<file path="config.mk">
export PLATFORM = sky130hd
export DESIGN_NAME = six_step_bldc_commutator
export DESIGN_NICKNAME = d
export VERILOG_FILES = /design/src/sbc_pkg.sv /design/src/six_step_bldc_commutator.sv
export SDC_FILE = /design/constraint.sdc
export NUM_CORES = 2
export LEC_CHECK = 0
export BUFFER_PORTS_ARGS = -buffer_cell sky130_fd_sc_hd__buf_2
export CORE_MARGIN = 2
export CORE_UTILIZATION = 60
export CTS_BUF_LIST = sky130_fd_sc_hd__clkbuf_8
export DETAILED_ROUTE_END_ITERATION = 8
export PLACE_DENSITY = 0.79
export SLEW_MARGIN = 0
export SYNTH_ARGS = -nofsm -noshare
export SYNTH_HDL_FRONTEND = slang
export SYNTH_SLANG_ARGS = --single-unit
</file>
<file path="constraint.sdc">
create_clock -name clk -period 9.3 [get_ports clk]
set_clock_uncertainty 0.05 [all_clocks]
set_input_delay 1.395 -clock clk [delete_from_list [all_inputs] [get_ports clk]]
set_output_delay 1.395 -clock clk [all_outputs]
set_load 0.05 [all_outputs]
</file>
<file path="src/sbc_pkg.sv">
`default_nettype none

package sbc_pkg;

  localparam int CODE_W   = 3;
  localparam int PAIRS    = 6;
  localparam int CODES_W  = CODE_W * PAIRS;
  localparam int DUTY_W   = 7;
  localparam int CMP_W    = 17;
  localparam int PERIOD_W = 16;
  localparam int PROD_W   = 23;
  localparam int RECIP_W  = 24;
  localparam int RECIP_SH = 30;

  // ceil(2^30 / 100): exact floor(x / 100) for x below 2^30 / 76
  localparam logic [RECIP_W-1:0] RECIP_100 = 24'd10737419;
  localparam logic [DUTY_W-1:0]  DUTY_MAX  = 7'd100;

  localparam logic [1:0] STAGE_STARTUP = 2'd0;
  localparam logic [1:0] STAGE_ALIGN   = 2'd1;
  localparam logic [1:0] STAGE_RUN     = 2'd2;

  localparam logic [2:0] REG_STEP_DELAY = 3'd0;
  localparam logic [2:0] REG_START_DUTY = 3'd1;
  localparam logic [2:0] REG_ALIGN_DUTY = 3'd2;
  localparam logic [2:0] REG_RUN_DUTY   = 3'd3;
  localparam logic [2:0] REG_TOUR       = 3'd4;
  localparam logic [2:0] REG_ALIGN_MULT = 3'd5;
  localparam logic [2:0] REG_PAIR_CODES = 3'd6;
  localparam logic [2:0] REG_PERIOD     = 3'd7;

  localparam logic [2:0] LAST_PAIR = 3'd5;

  localparam logic [1:0] PH_A = 2'd0;
  localparam logic [1:0] PH_B = 2'd1;
  localparam logic [1:0] PH_C = 2'd2;

  typedef logic [CMP_W-1:0] cmp_t;

  function automatic logic [CODE_W-1:0] code_of(input logic [CODES_W-1:0] codes,
                                                 input logic [2:0] idx);
    logic [CODE_W-1:0] c;
    case (idx)
      3'd0:    c = codes[2:0];
      3'd1:    c = codes[5:3];
      3'd2:    c = codes[8:6];
      3'd3:    c = codes[11:9];
      3'd4:    c = codes[14:12];
      3'd5:    c = codes[17:15];
      default: c = '0;
    endcase
    return c;
  endfunction

  function automatic logic [1:0] hi_of(input logic [2:0] idx);
    logic [1:0] p;
    case (idx)
      3'd0, 3'd1: p = PH_A;
      3'd2, 3'd3: p = PH_B;
      default:    p = PH_C;
    endcase
    return p;
  endfunction

  function automatic logic [1:0] lo_of(input logic [2:0] idx);
    logic [1:0] p;
    case (idx)
      3'd0, 3'd5: p = PH_B;
      3'd1, 3'd2: p = PH_C;
      default:    p = PH_A;
    endcase
    return p;
  endfunction

  function automatic logic [DUTY_W-1:0] sat_duty(input logic [DUTY_W-1:0] d);
    return (d > DUTY_MAX) ? DUTY_MAX : d;
  endfunction

  function automatic logic [2:0] next_pair(input logic [2:0] idx);
    return (idx == LAST_PAIR) ? 3'd0 : idx + 3'd1;
  endfunction

endpackage

`default_nettype wire

</file>
<file path="src/six_step_bldc_commutator.sv">
// Each word passes the input register, the commutation/product stage and
// the divide-by-100 reciprocal stage feeding the result register.
// One word per cycle while out_ready does not stall the output.
// in_ready falls only when all three stages hold words and out_ready is low.
// Reset (rst, synchronous): config to defaults, start-up stage, pair 0,
// counters and all compare values to zero, pipeline empty.
`default_nettype none

module six_step_bldc_commutator (
  input  wire logic                          clk,
  input  wire logic                          rst,
  input  wire logic                          cfg_write,
  input  wire logic [2:0]                    cfg_index,
  input  wire logic [sbc_pkg::CODES_W-1:0]   cfg_data,
  input  wire logic                          in_valid,
  output logic                               in_ready,
  input  wire logic                          kind,
  input  wire logic                          comp_a,
  input  wire logic                          comp_b,
  input  wire logic                          comp_c,
  output logic                               out_valid,
  input  wire logic                          out_ready,
  output logic [16:0]                        high_a,
  output logic [16:0]                        high_b,
  output logic [16:0]                        high_c,
  output logic [16:0]                        low_a,
  output logic [16:0]                        low_b,
  output logic [16:0]                        low_c,
  output logic [15:0]                        center_cmp,
  output logic [1:0]                         stage,
  output logic [2:0]                         pair_index,
  output logic                               drive_updated
);
  import sbc_pkg::*;

  // config
  logic [15:0]         step_delay;
  logic [DUTY_W-1:0]   startup_duty;
  logic [DUTY_W-1:0]   align_duty;
  logic [DUTY_W-1:0]   run_duty;
  logic [7:0]          tour_count;
  logic [7:0]          align_mult;
  logic [CODES_W-1:0]  pair_codes;
  logic [PERIOD_W-1:0] pwm_period;

  // control state
  logic [1:0]  cur_stage, cur_stage_next;
  logic [2:0]  step_index, step_index_next;
  logic [15:0] tick_counter, tick_counter_next;
  logic [7:0]  startup_turns, startup_turns_next;
  logic [15:0] align_turns, align_turns_next;

  // input register
  logic v1, kind1, ca1, cb1, cc1;

  // mid register
  logic              v2, drv2, upd2;
  logic [2:0]        pair2, step2;
  logic [1:0]        stage2;
  logic [CMP_W-1:0]  full2;
  logic [PROD_W-1:0] prod2;

  // handshake
  logic adv_out, ready2, load1, load2, load_out;

  // stage 1 combinational
  logic              drv_en;
  logic [2:0]        drv_pair;
  logic [DUTY_W-1:0] drv_duty;
  logic [CMP_W-1:0]  full;
  logic [15:0]       limit, turns_cur;
  logic [2:0]        rotor, nxt;
  logic              is_last;

  // stage 2 combinational
  logic [PROD_W+RECIP_W-1:0] recip;
  cmp_t                      sig;
  logic [1:0]                hi_p, lo_p;

  assign adv_out  = !out_valid || out_ready;
  assign ready2   = !v2 || adv_out;
  assign in_ready = !v1 || ready2;
  assign load1    = in_valid && in_ready;
  assign load2    = v1 && ready2;
  assign load_out = v2 && adv_out;

  always_ff @(posedge clk) begin
    if (rst) begin
      step_delay   <= 16'd1;
      startup_duty <= 7'd50;
      align_duty   <= 7'd50;
      run_duty     <= 7'd40;
      tour_count   <= 8'd3;
      align_mult   <= 8'd2;
      pair_codes   <= 18'd183449;
      pwm_period   <= 16'd999;
    end else if (cfg_write) begin
      unique case (cfg_index)
        REG_STEP_DELAY: step_delay   <= cfg_data[15:0];
        REG_START_DUTY: startup_duty <= cfg_data[DUTY_W-1:0];
        REG_ALIGN_DUTY: align_duty   <= cfg_data[DUTY_W-1:0];
        REG_RUN_DUTY:   run_duty     <= cfg_data[DUTY_W-1:0];
        REG_TOUR:       tour_count   <= cfg_data[7:0];
        REG_ALIGN_MULT: align_mult   <= cfg_data[7:0];
        REG_PAIR_CODES: pair_codes   <= cfg_data;
        REG_PERIOD:     pwm_period   <= cfg_data[15:0];
      endcase
    end
  end

  // commutation decision on the word in the input register
  always_comb begin
    cur_stage_next     = cur_stage;
    step_index_next    = step_index;
    tick_counter_next  = tick_counter;
    startup_turns_next = startup_turns;
    align_turns_next   = align_turns;
    drv_en             = 1'b0;
    drv_pair           = step_index;
    drv_duty           = '0;
    rotor              = {cc1, cb1, ca1};
    nxt                = next_pair(step_index);
    is_last            = code_of(pair_codes, step_index) == code_of(pair_codes, LAST_PAIR);
    turns_cur          = (cur_stage == STAGE_STARTUP) ? {8'd0, startup_turns} : align_turns;
    limit              = (cur_stage == STAGE_STARTUP) ? {8'd0, tour_count}
                                                      : {8'd0, tour_count} * {8'd0, align_mult};
    if (kind1) begin
      // stop: pair 5 at zero duty leaves only B low active
      drv_en          = 1'b1;
      drv_pair        = LAST_PAIR;
      cur_stage_next  = STAGE_STARTUP;
    end else begin
      unique case (cur_stage) inside
        STAGE_STARTUP, STAGE_ALIGN: begin
          if (tick_counter < step_delay) begin
            tick_counter_next = tick_counter + 16'd1;
          end else begin
            tick_counter_next = '0;
            drv_en            = 1'b1;
            drv_duty          = (cur_stage == STAGE_STARTUP) ? startup_duty : align_duty;
            step_index_next   = nxt;
            if (is_last) begin
              if (turns_cur >= limit) begin
                cur_stage_next  = cur_stage + 2'd1;
                step_index_next = step_index;
                turns_cur       = '0;
              end else begin
                turns_cur = turns_cur + 16'd1;
              end
              if (cur_stage == STAGE_STARTUP) begin
                startup_turns_next = turns_cur[7:0];
              end else begin
                align_turns_next = turns_cur;
              end
            end
          end
        end
        STAGE_RUN: begin
          if (rotor == code_of(pair_codes, nxt)) begin
            step_index_next = nxt;
            drv_en          = 1'b1;
            drv_pair        = nxt;
            drv_duty        = run_duty;
          end
        end
        default: ;
      endcase
    end
    full = {1'b0, pwm_period} + 17'd1;
  end

  always_ff @(posedge clk) begin
    if (rst) begin
      cur_stage     <= STAGE_STARTUP;
      step_index    <= '0;
      tick_counter  <= '0;
      startup_turns <= '0;
      align_turns   <= '0;
    end else if (load2) begin
      cur_stage     <= cur_stage_next;
      step_index    <= step_index_next;
      tick_counter  <= tick_counter_next;
      startup_turns <= startup_turns_next;
      align_turns   <= align_turns_next;
    end
  end

  always_ff @(posedge clk) begin
    if (rst) begin
      v1 <= 1'b0;
      v2 <= 1'b0;
    end else begin
      if (in_ready) v1 <= in_valid;
      if (ready2) v2 <= v1;
    end
  end

  always_ff @(posedge clk) begin
    if (load1) begin
      kind1 <= kind;
      ca1   <= comp_a;
      cb1   <= comp_b;
      cc1   <= comp_c;
    end
    if (load2) begin
      drv2   <= drv_en;
      upd2   <= drv_en;
      pair2  <= drv_pair;
      stage2 <= cur_stage_next;
      step2  <= step_index_next;
      full2  <= full;
      prod2  <= {{(PROD_W-CMP_W){1'b0}}, full}
                * {{(PROD_W-DUTY_W){1'b0}}, sat_duty(drv_duty)};
    end
  end

  // divide by 100 and place the compare values
  assign recip = prod2 * RECIP_100;
  assign sig   = recip[RECIP_SH +: CMP_W];
  assign hi_p  = hi_of(pair2);
  assign lo_p  = lo_of(pair2);

  always_ff @(posedge clk) begin
    if (rst) begin
      out_valid  <= 1'b0;
      high_a     <= '0;
      high_b     <= '0;
      high_c     <= '0;
      low_a      <= '0;
      low_b      <= '0;
      low_c      <= '0;
      center_cmp <= '0;
    end else begin
      if (adv_out) out_valid <= v2;
      if (load_out && drv2) begin
        high_a     <= (hi_p == PH_A) ? sig : '0;
        high_b     <= (hi_p == PH_B) ? sig : '0;
        high_c     <= (hi_p == PH_C) ? sig : '0;
        low_a      <= (lo_p == PH_A) ? full2 : '0;
        low_b      <= (lo_p == PH_B) ? full2 : '0;
        low_c      <= (lo_p == PH_C) ? full2 : '0;
        center_cmp <= sig[CMP_W-1:1];
      end
    end
  end

  always_ff @(posedge clk) begin
    if (load_out) begin
      stage         <= stage2;
      pair_index    <= step2;
      drive_updated <= upd2;
    end
  end

`ifndef ASSERT_OFF
  a_one_low: assert property (@(posedge clk) disable iff (rst)
    out_valid && drive_updated |-> $onehot({low_a != '0, low_b != '0, low_c != '0}))
    else $error("drive without exactly one active low side");

  a_one_high: assert property (@(posedge clk) disable iff (rst)
    $onehot0({high_a != '0, high_b != '0, high_c != '0}))
    else $error("more than one active high side");

  a_center: assert property (@(posedge clk) disable iff (rst)
    {1'b0, center_cmp} == ((high_a | high_b | high_c) >> 1))
    else $error("pulse center does not match high side");

  a_stop: assert property (@(posedge clk) disable iff (rst)
    load2 && kind1 |=> cur_stage == STAGE_STARTUP)
    else $error("stop did not return to start-up");

  a_run_tick: assert property (@(posedge clk) disable iff (rst)
    cur_stage == STAGE_RUN && $past(cur_stage == STAGE_RUN) |-> $stable(tick_counter))
    else $error("tick counter moved in run");
`endif

endmodule

`default_nettype wire
</file>
==> flow_metrics.py <==
metrics = {
    "cells_and_area": {
        "fin_util_pct": 66.29,
        "stdcell_area_um2": 30210,
        "area.growth.synth_to_final_pct": 8.492,
        "drive_above_1_share_pct": 9.125,
        "final_nets": 3846,
        "nFillCells": 3809,
    },
    "clocking": {
        "clock_latency_ns": 0.66,
        "cts.sinks": 312,
        "h-tree-depth": 2,
        "clk_pin_slew_worst_paths_ns": 0.06,
        "cts_tree": "built",
        "ctsHoldBuffers": 0,
        "numCtsBuffers": 52,
        "cts_root_buf": "clkbuf_8",
        "max-clock-path-buffers": 3,
    },
    "routing": {
        "vias": 21840,
        "routed-wl-met2_um": 36090,
        "drc": 0,
        "highest_layer": "met5",
        "wl_um": 74630,
        "drtIter0Drc": 1393,
        "met1_length_um": 29540,
        "vias_per_cell": 5.760,
        "wl_met3_um": 5902,
        "wire_per_inst_um": 19.68,
        "dr.pass1.iters": 6,
        "ant_nets": 0,
    },
    "setup_path": {
        "crit_path_end_kind": "register",
        "cp_common_cell": "inv_1",
        "crit_type": "register to register",
        "worstSetupStartpointType": "register",
        "r2r_cells": 31,
        "crit_slowest_cell": "a2111oi_0",
        "cp.required_ns": 9.63,
        "crit-reg2reg-launch": "step_index[2]$_SDFFE_PP0P_",
        "worstPathMaxFanout": 14,
        "critPathMaxStageDelay_ns": 0.60,
        "worst_ep_arrival_time_ns": 9.07,
        "r2r_slack_ns": 0.56,
        "timing.rr.end": "prod2[22]$_DFFE_PP_",
    },
    "timing": {
        "finalMaxSlewViolations": 0,
        "fin_setup_tns_ns": 0,
        "setup_viol": 0,
        "timing.final.ws_setup_ns": 0.5637,
        "fin_crit_sh_pct": 93.94,
        "period_needed_ns": 8.736,
        "worst_pin_slew_ns": 1.197,
        "final_hold_viol_count": 0,
        "rsz0062_at_grt": "no",
        "max_slew_margin_pct": 19.75,
        "clock.fmax_mhz": 114.5,
        "fin_hold_ws_ns": 0.3671,
    },
    "floorplan": {
        "die_w_um": 219.4,
        "dieArea_um2": 48150,
        "boundaryPins": 156,
        "num_rows": 78,
        "initial_core_util_pct": 61.10,
        "core-area_um2": 45580,
        "die_y_um": 219.4,
    },
    "logic_synthesis": {
        "ys.flop_type": "dfxtp_1",
        "syn_nets": 3720,
        "ys_seq_area_share_pct": 24.55,
        "synth_area_leader_cell": "fa_1",
        "synth-edff-count": 59,
        "synth-async-reset-ratio_pct": 0,
        "yosysTopAreaCellShare_pct": 21.93,
        "syn_area_um2": 27850,
        "syn_avg_cell_area_um2": 9.190,
        "synth_cells": 3030,
        "ys_types": 80,
        "ys_top_cells_by_area": "fa_1 (22%), dfxtp_1 (18%), ha_1 (16%)",
        "yosys_register_bits": 312,
        "yosys_warnings": 0,
    },
    "place": {
        "place_congestion": 1.017,
        "port_buffers": 155,
        "pre_cts_ws_ns": 0.4113,
        "dpl.hpwl_um": 59840,
        "post_dp_cell_area_um2": 29160,
    },
    "hold_path": {
        "hp-class": "register to register",
        "min_delay_path_depth": 0,
        "hp-start": "step2[2]$_DFFE_PP_",
        "min_to": "pair_index[2]$_DFFE_PP_",
    },
    "global_routing": {
        "grt_antenna_before_repair": 2,
        "grt_max_degree": 107,
        "grt_overflow_total": 0,
        "grt_first_pass_wirelength_um": 118100,
        "grt_pass1_vias": 22500,
        "grtUsageTotal_pct": 31.65,
    },
    "status": {
        "status": "finished clean",
    },
    "power": {
        "leakage_nw": 14.94,
        "ir_drop_uv": 420.2,
        "powerDensity_nw_per_um2": 253.5,
    },
    "job": {
        "max-cap-violations": 0,
    },
}
[registers in the layout, indices dropped and copies added, names as in the netlist, 8 cells and up]
signal         cells
prod2             23
pair_codes        18
full2             17
high_a            17
high_b            17
high_c            17
low_a             17
low_b             17
low_c             17
align_turns       16
center_cmp        16
pwm_period        16
step_delay        16
tick_counter      16
align_mult         8
startup_turns      8
tour_count         8
[stage by stage]
stage	std cells	total power, mW
after detailed placement	3702	6.379
after floorplan	3030	4.992
final	3791	7.660
after CTS	3789	7.677
after global routing	3790	8.326
after global placement	3702	6.150
[cells in the mapped netlist (all sizes together), types with 3 or more instances]
master / number
nor2b: 28
a22oi: 40
inv: 500
nand3: 73
edfxtp: 59
a22o: 47
or2: 8
or4: 4
mux2: 8
ha: 355
a211oi: 16
a32oi: 5
o221ai: 3
o31a: 3
dfxtp: 253
nand2: 351
a31o: 3
a32o: 3
o21ai: 52
a31oi: 4
o21bai: 8
o31ai: 5
xnor2: 61
xor2: 32
clkbuf: 85
or3b: 5
a21oi: 181
nor3: 35
nor2: 218
nand2b: 25
nand4: 18
nand3b: 39
o21a: 9
nor3b: 3
or3: 11
fa: 305
mux2i: 30
buf: 23
and3: 19
a21o: 21
o211ai: 3
nor4: 4
and4: 3
and2: 38
[report_power, final]
part           leakage [nW]  internal [mW]  switching [mW]
clock network         0.595          0.676           0.573
registers              2.60           1.44          0.0599
logic                  11.7           1.84            3.08
total                  14.9           3.95            3.71
[area by class of cell]
| type | count | area (um^2) | area share, % |
|---|---|---|---|
| antenna | 2 | 5.005 | 0.01657 |
| clock buffer | 61 | 839.6 | 2.779 |
| clock inverter | 26 | 201.4 | 0.6668 |
| inverter | 500 | 1877 | 6.212 |
| multi-input combinational | 2110 | 18730 | 62.00 |
| sequential | 312 | 6838 | 22.63 |
| tap | 600 | 750.7 | 2.485 |
| timing repair buffer | 180 | 969.7 | 3.210 |
[critical path, delay by kind of cell (launching register included)]
kind,cells,cell delay (ns)
muxes,1,0.38
buffers and inverters,6,0.62
and+or+nand+nor,6,1.36
AOI/OAI and AO/OA,10,2.33
DFF,1,0.48
adders and majority gates,6,2.92
xor gates and xnor gates,2,0.36
[cells by family after synthesis]
kind of cell | count (synthesis) | share of synthesized area [%]
xor+xnor | 93 | 2.925
compound gates | 430 | 10.02
simple gates | 888 | 14.76
mux | 39 | 1.483
buf+inv | 608 | 8.376
fa+ha+maj | 660 | 37.88
flops | 312 | 24.55
[how the worst max path moves through the flow]
stage / end / cells after the start / startpoint / slack, ns
after floorplan: prod2[18]$_DFFE_PP_ / 30 / step_index[2]$_SDFFE_PP0P_ / 1.55
after global placement: prod2[18]$_DFFE_PP_ / 29 / step_index[2]$_SDFFE_PP0P_ / 0.65
after detailed placement: prod2[22]$_DFFE_PP_ / 31 / step_index[2]$_SDFFE_PP0P_ / 0.41
after CTS: prod2[22]$_DFFE_PP_ / 31 / step_index[2]$_SDFFE_PP0P_ / 0.43
after global routing: prod2[22]$_DFFE_PP_ / 31 / step_index[2]$_SDFFE_PP0P_ / 0.14
final: prod2[22]$_DFFE_PP_ / 31 / step_index[2]$_SDFFE_PP0P_ / 0.56
[repair_timing]
item                       in CTS  in global routing
setup endpoints to repair       0                  2
hold endpoints to repair        0                  0
buffers inserted                0                  0
resized for setup               0                  1
[routing by layer]
layer	vias to the layer above	track usage (%)
met1	10660	38.93
met3	180	6.639
met4	2	13.13
met2	834	54.00
met5	-	0
li1	10160	-
[layout by cell type, fill, tap and decap left out, types with 25 or more instances in the layout]
cell type  netlist  layout
nand2_1        351     350
clkbuf_8         0      61
fa_1           305     305
nor2_1         218     216
nand3b_1        39      39
nand2b_1        25      25
buf_2            9     154
a21oi_1        177     177
a22oi_1         40      40
mux2i_1         30      30
xor2_1          32      32
inv_1          500     516
and2_1          37      37
buf_4            4      25
dfxtp_1        253     252
edfxtp_1        59      59
ha_1           355     354
xnor2_1         61      61
o21ai_0         50      50
nand3_1         73      73
a22o_1          47      47
nor2b_1         28      28
nor3_1          34      31
Note: power is estimated with default switching activity, not from simulation.
